--- config.mk ---
export PLATFORM = sky130hd
export DESIGN_NAME = utf8_validate_escape_core_flat
export DESIGN_NICKNAME = d
export VERILOG_FILES = /design/src/hdl/u8ve_pkg.sv /design/src/hdl/u8ve_in_if.sv /design/src/hdl/u8ve_out_if.sv /design/src/hdl/utf8_validate_escape_core.sv /design/src/hdl/u8ve_classify.sv /design/src/flat_wrapper.sv
export SDC_FILE = /design/constraint.sdc
export NUM_CORES = 1
export LEC_CHECK = 0
export CORE_MARGIN = 2
export CORE_UTILIZATION = 60
export DETAILED_ROUTE_END_ITERATION = 10
export DONT_BUFFER_PORTS = 1
export PLACE_DENSITY = 0.76
export SLEW_MARGIN = 20
export SYNTH_ARGS = -nofsm -noshare
export SYNTH_HDL_FRONTEND = slang
export SYNTH_HIERARCHICAL = 1
export SYNTH_SLANG_ARGS = --single-unit
export TNS_END_PERCENT = 5
--- constraint.sdc ---
create_clock -name clk -period 14.35 [get_ports clk]
set_input_delay 0.7175 -clock clk [delete_from_list [all_inputs] [get_ports clk]]
set_output_delay 0.7175 -clock clk [all_outputs]
set_load 0.02 [all_outputs]
--- src/hdl/u8ve_pkg.sv ---
// Shared constants, types and helpers for the UTF-8 validate/escape block.
// No dependencies; imported by every module of the block.
package u8ve_pkg;

	localparam logic [7:0] BSLASH         = 8'h5C;
	localparam logic [7:0] LOWER_X        = 8'h78;
	localparam logic [7:0] CONT_MASK      = 8'hC0;
	localparam logic [7:0] CONT_TAG       = 8'h80;
	localparam logic [7:0] HEX_BASE_NUM   = 8'h30;
	localparam logic [7:0] HEX_BASE_ALPHA = 8'h57;

	// token kinds at the scan position
	localparam logic [1:0] TOK_BSL  = 2'd0;
	localparam logic [1:0] TOK_SEQ  = 2'd1;
	localparam logic [1:0] TOK_BAD  = 2'd2;
	localparam logic [1:0] TOK_WAIT = 2'd3;

	typedef logic [3:0][7:0] win_t;

	typedef struct packed {
		logic [1:0] kind;
		logic [2:0] len;   // bytes consumed
		logic [2:0] outs;  // result bytes produced
	} tok_t;

	// announced sequence length of a lead byte, 0 if it cannot lead
	function automatic logic [2:0] lead_len(logic [7:0] lead);
		logic [2:0] res;
		if (lead < 8'h80)                        res = 3'd1;
		else if (lead >= 8'hC2 && lead <= 8'hDF) res = 3'd2;
		else if (lead >= 8'hE0 && lead <= 8'hEF) res = 3'd3;
		else if (lead >= 8'hF0 && lead <= 8'hF4) res = 3'd4;
		else                                     res = 3'd0;
		return res;
	endfunction

	// lower-case hex digit of a nibble
	function automatic logic [7:0] hex_digit(logic [3:0] d);
		logic [7:0] res;
		if (d <= 4'd9) res = HEX_BASE_NUM + {4'h0, d};
		else           res = HEX_BASE_ALPHA + {4'h0, d};
		return res;
	endfunction

	// bytes of w starting at s; positions past the end read as zero
	function automatic win_t pick(win_t w, logic [2:0] s);
		logic [2:0] ix;
		win_t res;
		for (int k = 0; k < 4; k++) begin
			ix = s + 3'(k);
			res[k] = ix[2] ? 8'h00 : w[ix[1:0]];
		end
		return res;
	endfunction

endpackage

--- src/hdl/u8ve_in_if.sv ---
// Input channel of the UTF-8 validate/escape block: one raw path byte per word.
// No dependencies.
interface u8ve_in_if;
	logic       valid;
	logic       ready;
	logic [7:0] in_byte;
	logic       path_end;

	modport source(output valid, in_byte, path_end, input ready);
	modport sink(input valid, in_byte, path_end, output ready);
endinterface

--- src/hdl/u8ve_out_if.sv ---
// Output channel of the UTF-8 validate/escape block: one escaped byte per word.
// No dependencies.
interface u8ve_out_if;
	logic       valid;
	logic       ready;
	logic [7:0] out_byte;
	logic       run_last;
	logic       text_end;
	logic       all_valid;

	modport source(output valid, out_byte, run_last, text_end, all_valid, input ready);
	modport sink(input valid, out_byte, run_last, text_end, all_valid, output ready);
endinterface

--- src/hdl/utf8_validate_escape_core.sv ---
// Strict UTF-8 validation and escaping of a path, one byte per word.
// The first result byte of a word passes from the scan register into the output register once that is free.
// Throughput: one result byte per cycle while esc.ready allows, set by the single output register;
// a word that yields several bytes holds the input until its last result byte is emitted.
// Reset: arst_n asynchronously clears scan control, pending count, invalid flag and output
// valid; pending bytes are undefined until written and need no clearing pass.
module utf8_validate_escape_core import u8ve_pkg::*; (
	input  logic          clk,
	input  logic          arst_n,
	u8ve_in_if.sink       raw,
	u8ve_out_if.source    esc
);

	// scan register: bytes of the word under work (pending bytes plus the new one)
	win_t       w_q;
	logic [2:0] n_q;       // bytes in w_q, 1..4
	logic [2:0] start_q;   // scan position
	logic [1:0] j_q;       // result byte within the current token
	logic       end_q;     // word closes the path
	logic       busy_q;

	// bytes of an incomplete sequence carried to the next word
	logic [2:0][7:0] pb_q;
	logic [1:0]      pc_q;
	logic            seen_q;   // an invalid lead was escaped in this path

	// output register
	logic       o_valid_q;
	logic [7:0] o_byte_q;
	logic       o_run_q;
	logic       o_text_q;
	logic       o_allv_q;

	win_t       win_cur, win_nxt, rem_win, new_w;
	logic [2:0] avail_cur, avail_nxt, nstart, rem_start;
	tok_t       tok_cur, tok_nxt;
	logic       is_wait, tok_done, nxt_none, step_last;
	logic       slot_free, emit, done, acc;
	logic [1:0] rem_cnt, pend_c;
	logic [2:0][7:0] pend_b;
	logic [7:0] res_byte;
	logic       seen_now;

	// look at the token under the scan position and at the one after it
	assign win_cur   = pick(w_q, start_q);
	assign avail_cur = n_q - start_q;
	assign nstart    = start_q + tok_cur.len;
	assign win_nxt   = pick(w_q, nstart);
	assign avail_nxt = n_q - nstart;

	u8ve_classify u_cls_cur (
		.win  (win_cur),
		.avail(avail_cur),
		.last (end_q),
		.tok  (tok_cur)
	);

	u8ve_classify u_cls_nxt (
		.win  (win_nxt),
		.avail(avail_nxt),
		.last (end_q),
		.tok  (tok_nxt)
	);

	assign is_wait   = (tok_cur.kind == TOK_WAIT);
	assign tok_done  = ({1'b0, j_q} == (tok_cur.outs - 3'd1));
	assign nxt_none  = (nstart == n_q);
	// last byte of the word: nothing left, or only a sequence that must wait
	assign step_last = tok_done && (nxt_none || (tok_nxt.kind == TOK_WAIT));

	assign slot_free = !o_valid_q || esc.ready;
	assign emit      = busy_q && !is_wait && slot_free;
	assign done      = busy_q && (is_wait || (emit && step_last));

	// what stays pending once the word is finished; the path end flushes everything
	assign rem_start = is_wait ? start_q : nstart;
	assign rem_win   = pick(w_q, rem_start);
	assign rem_cnt   = end_q ? 2'd0 : 2'(n_q - rem_start);

	// take the next word in the cycle the current one finishes
	assign raw.ready = !busy_q || done;
	assign acc       = raw.valid && raw.ready;
	assign pend_b    = done ? rem_win[2:0] : pb_q;
	assign pend_c    = done ? rem_cnt : pc_q;

	always_comb begin
		new_w = '0;
		for (int k = 0; k < 3; k++) begin
			if (2'(k) < pend_c) new_w[k] = pend_b[k];
		end
		new_w[pend_c] = raw.in_byte;
	end

	// result byte for the current token
	always_comb begin
		case (tok_cur.kind)
			TOK_BSL: res_byte = BSLASH;
			TOK_SEQ: res_byte = win_cur[j_q];
			TOK_BAD: begin
				case (j_q)
					2'd0:    res_byte = BSLASH;
					2'd1:    res_byte = LOWER_X;
					2'd2:    res_byte = hex_digit(win_cur[0][7:4]);
					default: res_byte = hex_digit(win_cur[0][3:0]);
				endcase
			end
			default: res_byte = 8'h00;
		endcase
	end

	assign seen_now = seen_q || (tok_cur.kind == TOK_BAD);

	// scan control: advance within a token, then to the next; reload on accept
	always_ff @(posedge clk or negedge arst_n) begin
		if (!arst_n) begin
			busy_q  <= 1'b0;
			start_q <= 3'd0;
			j_q     <= 2'd0;
			n_q     <= 3'd0;
			end_q   <= 1'b0;
			pc_q    <= 2'd0;
			seen_q  <= 1'b0;
		end else begin
			if (acc) begin
				busy_q  <= 1'b1;
				start_q <= 3'd0;
				j_q     <= 2'd0;
				n_q     <= {1'b0, pend_c} + 3'd1;
				end_q   <= raw.path_end;
			end else begin
				if (emit) begin
					if (tok_done) begin
						start_q <= nstart;
						j_q     <= 2'd0;
					end else begin
						j_q <= j_q + 2'd1;
					end
				end
				if (done) busy_q <= 1'b0;
			end
			if (done) pc_q <= rem_cnt;
			// clear the invalid flag at the path end, else latch any escaped lead
			if (done && end_q) seen_q <= 1'b0;
			else if (emit && (tok_cur.kind == TOK_BAD)) seen_q <= 1'b1;
		end
	end

	// payload registers: no reset
	always_ff @(posedge clk) begin
		if (acc) w_q <= new_w;
		if (done) pb_q <= rem_win[2:0];
		if (emit) begin
			o_byte_q <= res_byte;
			o_run_q  <= step_last;
			o_text_q <= step_last && end_q;
			o_allv_q <= step_last && end_q && !seen_now;
		end
	end

	always_ff @(posedge clk or negedge arst_n) begin
		if (!arst_n) begin
			o_valid_q <= 1'b0;
		end else if (slot_free) begin
			o_valid_q <= emit;
		end
	end

	assign esc.valid     = o_valid_q;
	assign esc.out_byte  = o_byte_q;
	assign esc.run_last  = o_run_q;
	assign esc.text_end  = o_text_q;
	assign esc.all_valid = o_allv_q;

	a_text_end_closes_run: assert property (@(posedge clk) disable iff (!arst_n)
		esc.valid && esc.text_end |-> esc.run_last)
		else $error("text_end without run_last");

	a_valid_only_at_end: assert property (@(posedge clk) disable iff (!arst_n)
		esc.valid && esc.all_valid |-> esc.text_end)
		else $error("all_valid outside text_end");

	a_scan_in_range: assert property (@(posedge clk) disable iff (!arst_n)
		busy_q |-> (start_q < n_q))
		else $error("scan position past the word");

	a_end_never_waits: assert property (@(posedge clk) disable iff (!arst_n)
		busy_q && end_q |-> !is_wait)
		else $error("held sequence at path end");

	a_end_flushes: assert property (@(posedge clk) disable iff (!arst_n)
		done && end_q |=> (pc_q == 2'd0))
		else $error("bytes left pending after path end");

endmodule

--- src/hdl/u8ve_classify.sv ---
// Classifies the token at a scan position of up to four bytes.
// Depends on u8ve_pkg.
module u8ve_classify import u8ve_pkg::*; (
	input  win_t       win,
	input  logic [2:0] avail,
	input  logic       last,
	output tok_t       tok
);

	logic [7:0] lead;
	logic [2:0] len;
	logic [2:0] m;
	logic       mismatch;
	logic       range_ok;

	always_comb begin
		lead = win[0];
		len  = lead_len(lead);
		m    = (avail < len) ? avail : len;
		mismatch = 1'b0;
		for (int i = 1; i < 4; i++) begin
			if ((3'(i) < m) && ((win[i] & CONT_MASK) != CONT_TAG)) mismatch = 1'b1;
		end
		// overlong, surrogate and above-range forms show in the second byte
		case (lead)
			8'hE0:   range_ok = (win[1] >= 8'hA0);
			8'hED:   range_ok = (win[1] <  8'hA0);
			8'hF0:   range_ok = (win[1] >= 8'h90);
			8'hF4:   range_ok = (win[1] <  8'h90);
			default: range_ok = 1'b1;
		endcase

		tok = '{kind: TOK_SEQ, len: len, outs: len};
		if (lead == BSLASH) begin
			tok = '{kind: TOK_BSL, len: 3'd1, outs: 3'd2};
		end else if (len == 3'd0) begin
			tok = '{kind: TOK_BAD, len: 3'd1, outs: 3'd4};
		end else if (len == 3'd1) begin
			tok = '{kind: TOK_SEQ, len: 3'd1, outs: 3'd1};
		end else if (mismatch) begin
			tok = '{kind: TOK_BAD, len: 3'd1, outs: 3'd4};
		end else if (avail < len) begin
			if (last) tok = '{kind: TOK_BAD, len: 3'd1, outs: 3'd4};
			else      tok = '{kind: TOK_WAIT, len: 3'd0, outs: 3'd0};
		end else if (!range_ok) begin
			tok = '{kind: TOK_BAD, len: 3'd1, outs: 3'd4};
		end
	end

endmodule
--- src/flat_wrapper.sv ---
// flat-port wrapper written by rule: the top's interface ports become plain ports
module utf8_validate_escape_core_flat import u8ve_pkg::*;
  (clk, arst_n, raw_valid, raw_in_byte, raw_path_end, raw_ready, esc_valid, esc_out_byte, esc_run_last, esc_text_end, esc_all_valid, esc_ready);
  u8ve_in_if raw_i ();
  u8ve_out_if esc_i ();
  input  logic clk;
  input  logic arst_n;
  input wire logic [$bits(raw_i.valid)-1:0] raw_valid;
  input wire logic [$bits(raw_i.in_byte)-1:0] raw_in_byte;
  input wire logic [$bits(raw_i.path_end)-1:0] raw_path_end;
  output wire logic [$bits(raw_i.ready)-1:0] raw_ready;
  output wire logic [$bits(esc_i.valid)-1:0] esc_valid;
  output wire logic [$bits(esc_i.out_byte)-1:0] esc_out_byte;
  output wire logic [$bits(esc_i.run_last)-1:0] esc_run_last;
  output wire logic [$bits(esc_i.text_end)-1:0] esc_text_end;
  output wire logic [$bits(esc_i.all_valid)-1:0] esc_all_valid;
  input wire logic [$bits(esc_i.ready)-1:0] esc_ready;
  assign raw_i.valid = raw_valid;
  assign raw_i.in_byte = raw_in_byte;
  assign raw_i.path_end = raw_path_end;
  assign raw_ready = raw_i.ready;
  assign esc_valid = esc_i.valid;
  assign esc_out_byte = esc_i.out_byte;
  assign esc_run_last = esc_i.run_last;
  assign esc_text_end = esc_i.text_end;
  assign esc_all_valid = esc_i.all_valid;
  assign esc_i.ready = esc_ready;
  utf8_validate_escape_core u_core (.clk(clk), .arst_n(arst_n), .raw(raw_i), .esc(esc_i));
endmodule
==> impl_results.md <==
* CP arrival at 10.68 ns
* Antenna Cells at 0
* Clk slew on worst S/H paths at 0.06 ns
* Initial Util at 0.610
* Tcrit/Tclk final at 0.734
* Critical path class: reg -> reg
* Via count at 6,103
* Final WL at 20.0 mm
* DRT Pass-1 Iters at 5
* Slew @ Worst Pin at 1.01 ns
* H-tree lvl count at 3
* Crit path buf inv count at 5
* # fillers at 954
* Initial antenna violation count at 0
* Via density at 7.15
* Final hold viol count at 0
* Post-CTS setup buffer count at 0
* Mapped Avg Cell Area at 9.91 µm²
* DRT iter0 DRCs at 818
* Reg2reg start: u_core/start_q[0]
* Net Count, Synth at 781
* Worst rel slew slack at 0.330
* First-pass GRT wire length at 32.2 mm
* Crit. End Element: flip-flop
* Clock skew at 0.00700 ns
* Grt ovf at 0
* I/O Pins at 26
* Layout cells sized above 1 at 0.150
* P&R area growth vs syn at 3.10%
* DRC at 0
* Startpoint types: flip-flop
* Number of cells on the critical path at 38
* Maximum root-to-sink buffer count at 2
* Largest net degree at the start of global routing at 42
* Final net count at 747
* CP peak stage delay at 0.68 ns
* Clk_lat worst skew at 0.35 ns
* HP Class: in -> async
* Post-synthesis cell area at 7300 µm²
* Die outline width at 114 µm
* Min Tclk post-route at 10.53 ns
* Status: complete, no violations
* Commonest non-fill, non-tap cell in the layout: nand2_1
* RR Endpoint: u_core/w_q[11]
* Req. time, crit path at 14.50 ns
* CTS root buffer: clkbuf_16
* R2r setup slk at 3.82 ns
* CTS Hold Bufs at 0
* CTS tree: built
* Core ar. at 12,000 µm²
* Die Area at 13,100 µm²
* R2R cell count at 38
* PostCTS Resize Cnt at 0
* Most frequent cells in the layout: 55 x nand2_1, 53 x mux2i_1, 43 x inv_1, 43 x edfxtp_1, 41 x nor2_1
* Clk sink count at 81
* Routed Antenna Nets at 0
* Yosys warning count at 6
* Final setup viols at 0
* Total CTS buffers at 9
* Crit path max-delay family: compound AO/OA/AOI/OAI gates
* Max frequency at 95.0 MHz
* Die Y at 114 µm
* Slowest cell on crit path: xnor2_1
* Vias in the first global route at 5,973
* All-Layer GR Usage at 0.321
* Total negative slack at 0 ns
* Rows at 40
* Detail Placement HPWL at 14.7 mm
* CP max FO at 41
* # port buffers at 0
* Synthesized instance count at 736
* Max Cap Viol at 0
* Wire per inst at 23.5 µm
* Setup repair after global routing missed its margin: false
* Max-slew violation count at 0
* Gpl congestion at 0.949
[through the flow]
stage | setup WS (ns) | area, µm² | util | std cells | hold WS (ns)
after detailed placement | 3.83 | 7250 | 0.606 | 838 | 0.422
after global placement | 4.25 | 7250 | 0.606 | 838 | 0.422
after floorplan | 5.52 | 7300 | - | 736 | 0.422
final | 3.82 | 7520 | 0.629 | 853 | 0.0560
after global routing | 3.31 | 7520 | 0.629 | 853 | 0.0454
after CTS | 3.83 | 7520 | 0.629 | 853 | 0.0456
[state kept, by name, summed over array words and instances, names as in the netlist, 2 cells and up]
register / flops
u_core/start_q: 3
u_core/j_q: 2
u_core/pc_q: 2
u_core/pb_q: 24
u_core/w_q: 32
u_core/n_q: 3
u_core/esc.out_byte: 8
[worst register-to-register path, delay by kind of cell, from the launching register on]
family	cells	cell delay [ns]
AOI/OAI and AO/OA	13	2.72
xor gates and xnor gates	2	0.91
adders and majority gates	5	1.56
buffers and inverters	5	1.07
DFF	1	0.44
muxes	2	0.97
and+or+nand+nor	11	2.65
[layer usage]
metal / part of all wire / up-vias / track usage
met5: 0 / - / 0
met4: 0.036 / 0 / 0.146
met3: 0.075 / 65 / 0.0603
met2: 0.48 / 338 / 0.521
met1: 0.41 / 2986 / 0.420
li1: - / 2714 / -
[worst max path at each step]
stage | from | slack, ns | end
global route | u_core/start_q[0] | 3.31 | u_core/w_q[11]
global placement | u_core/start_q[0] | 4.25 | u_core/w_q[11]
finish | u_core/start_q[0] | 3.82 | u_core/w_q[11]
detailed placement | u_core/start_q[0] | 3.83 | u_core/w_q[11]
CTS | u_core/start_q[0] | 3.83 | u_core/w_q[11]
floorplan | u_core/start_q[0] | 5.52 | u_core/w_q[23]
[layout make-up]
cell class | count | area, µm² | area share
Multi-Input combinational cell | 558 | 4730 | 0.629
Inverter | 47 | 179 | 0.0238
Sequential cell | 81 | 2120 | 0.282
Clock inverter | 4 | 27.5 | 0.00366
Clock buffer | 11 | 243 | 0.0323
Tap cell | 147 | 184 | 0.0244
Timing Repair Buffer | 5 | 37.5 | 0.00499
Power is left out: the tool's default activity adds up to more than one toggle a clock period on the data nets, which glitch-free logic cannot reach.
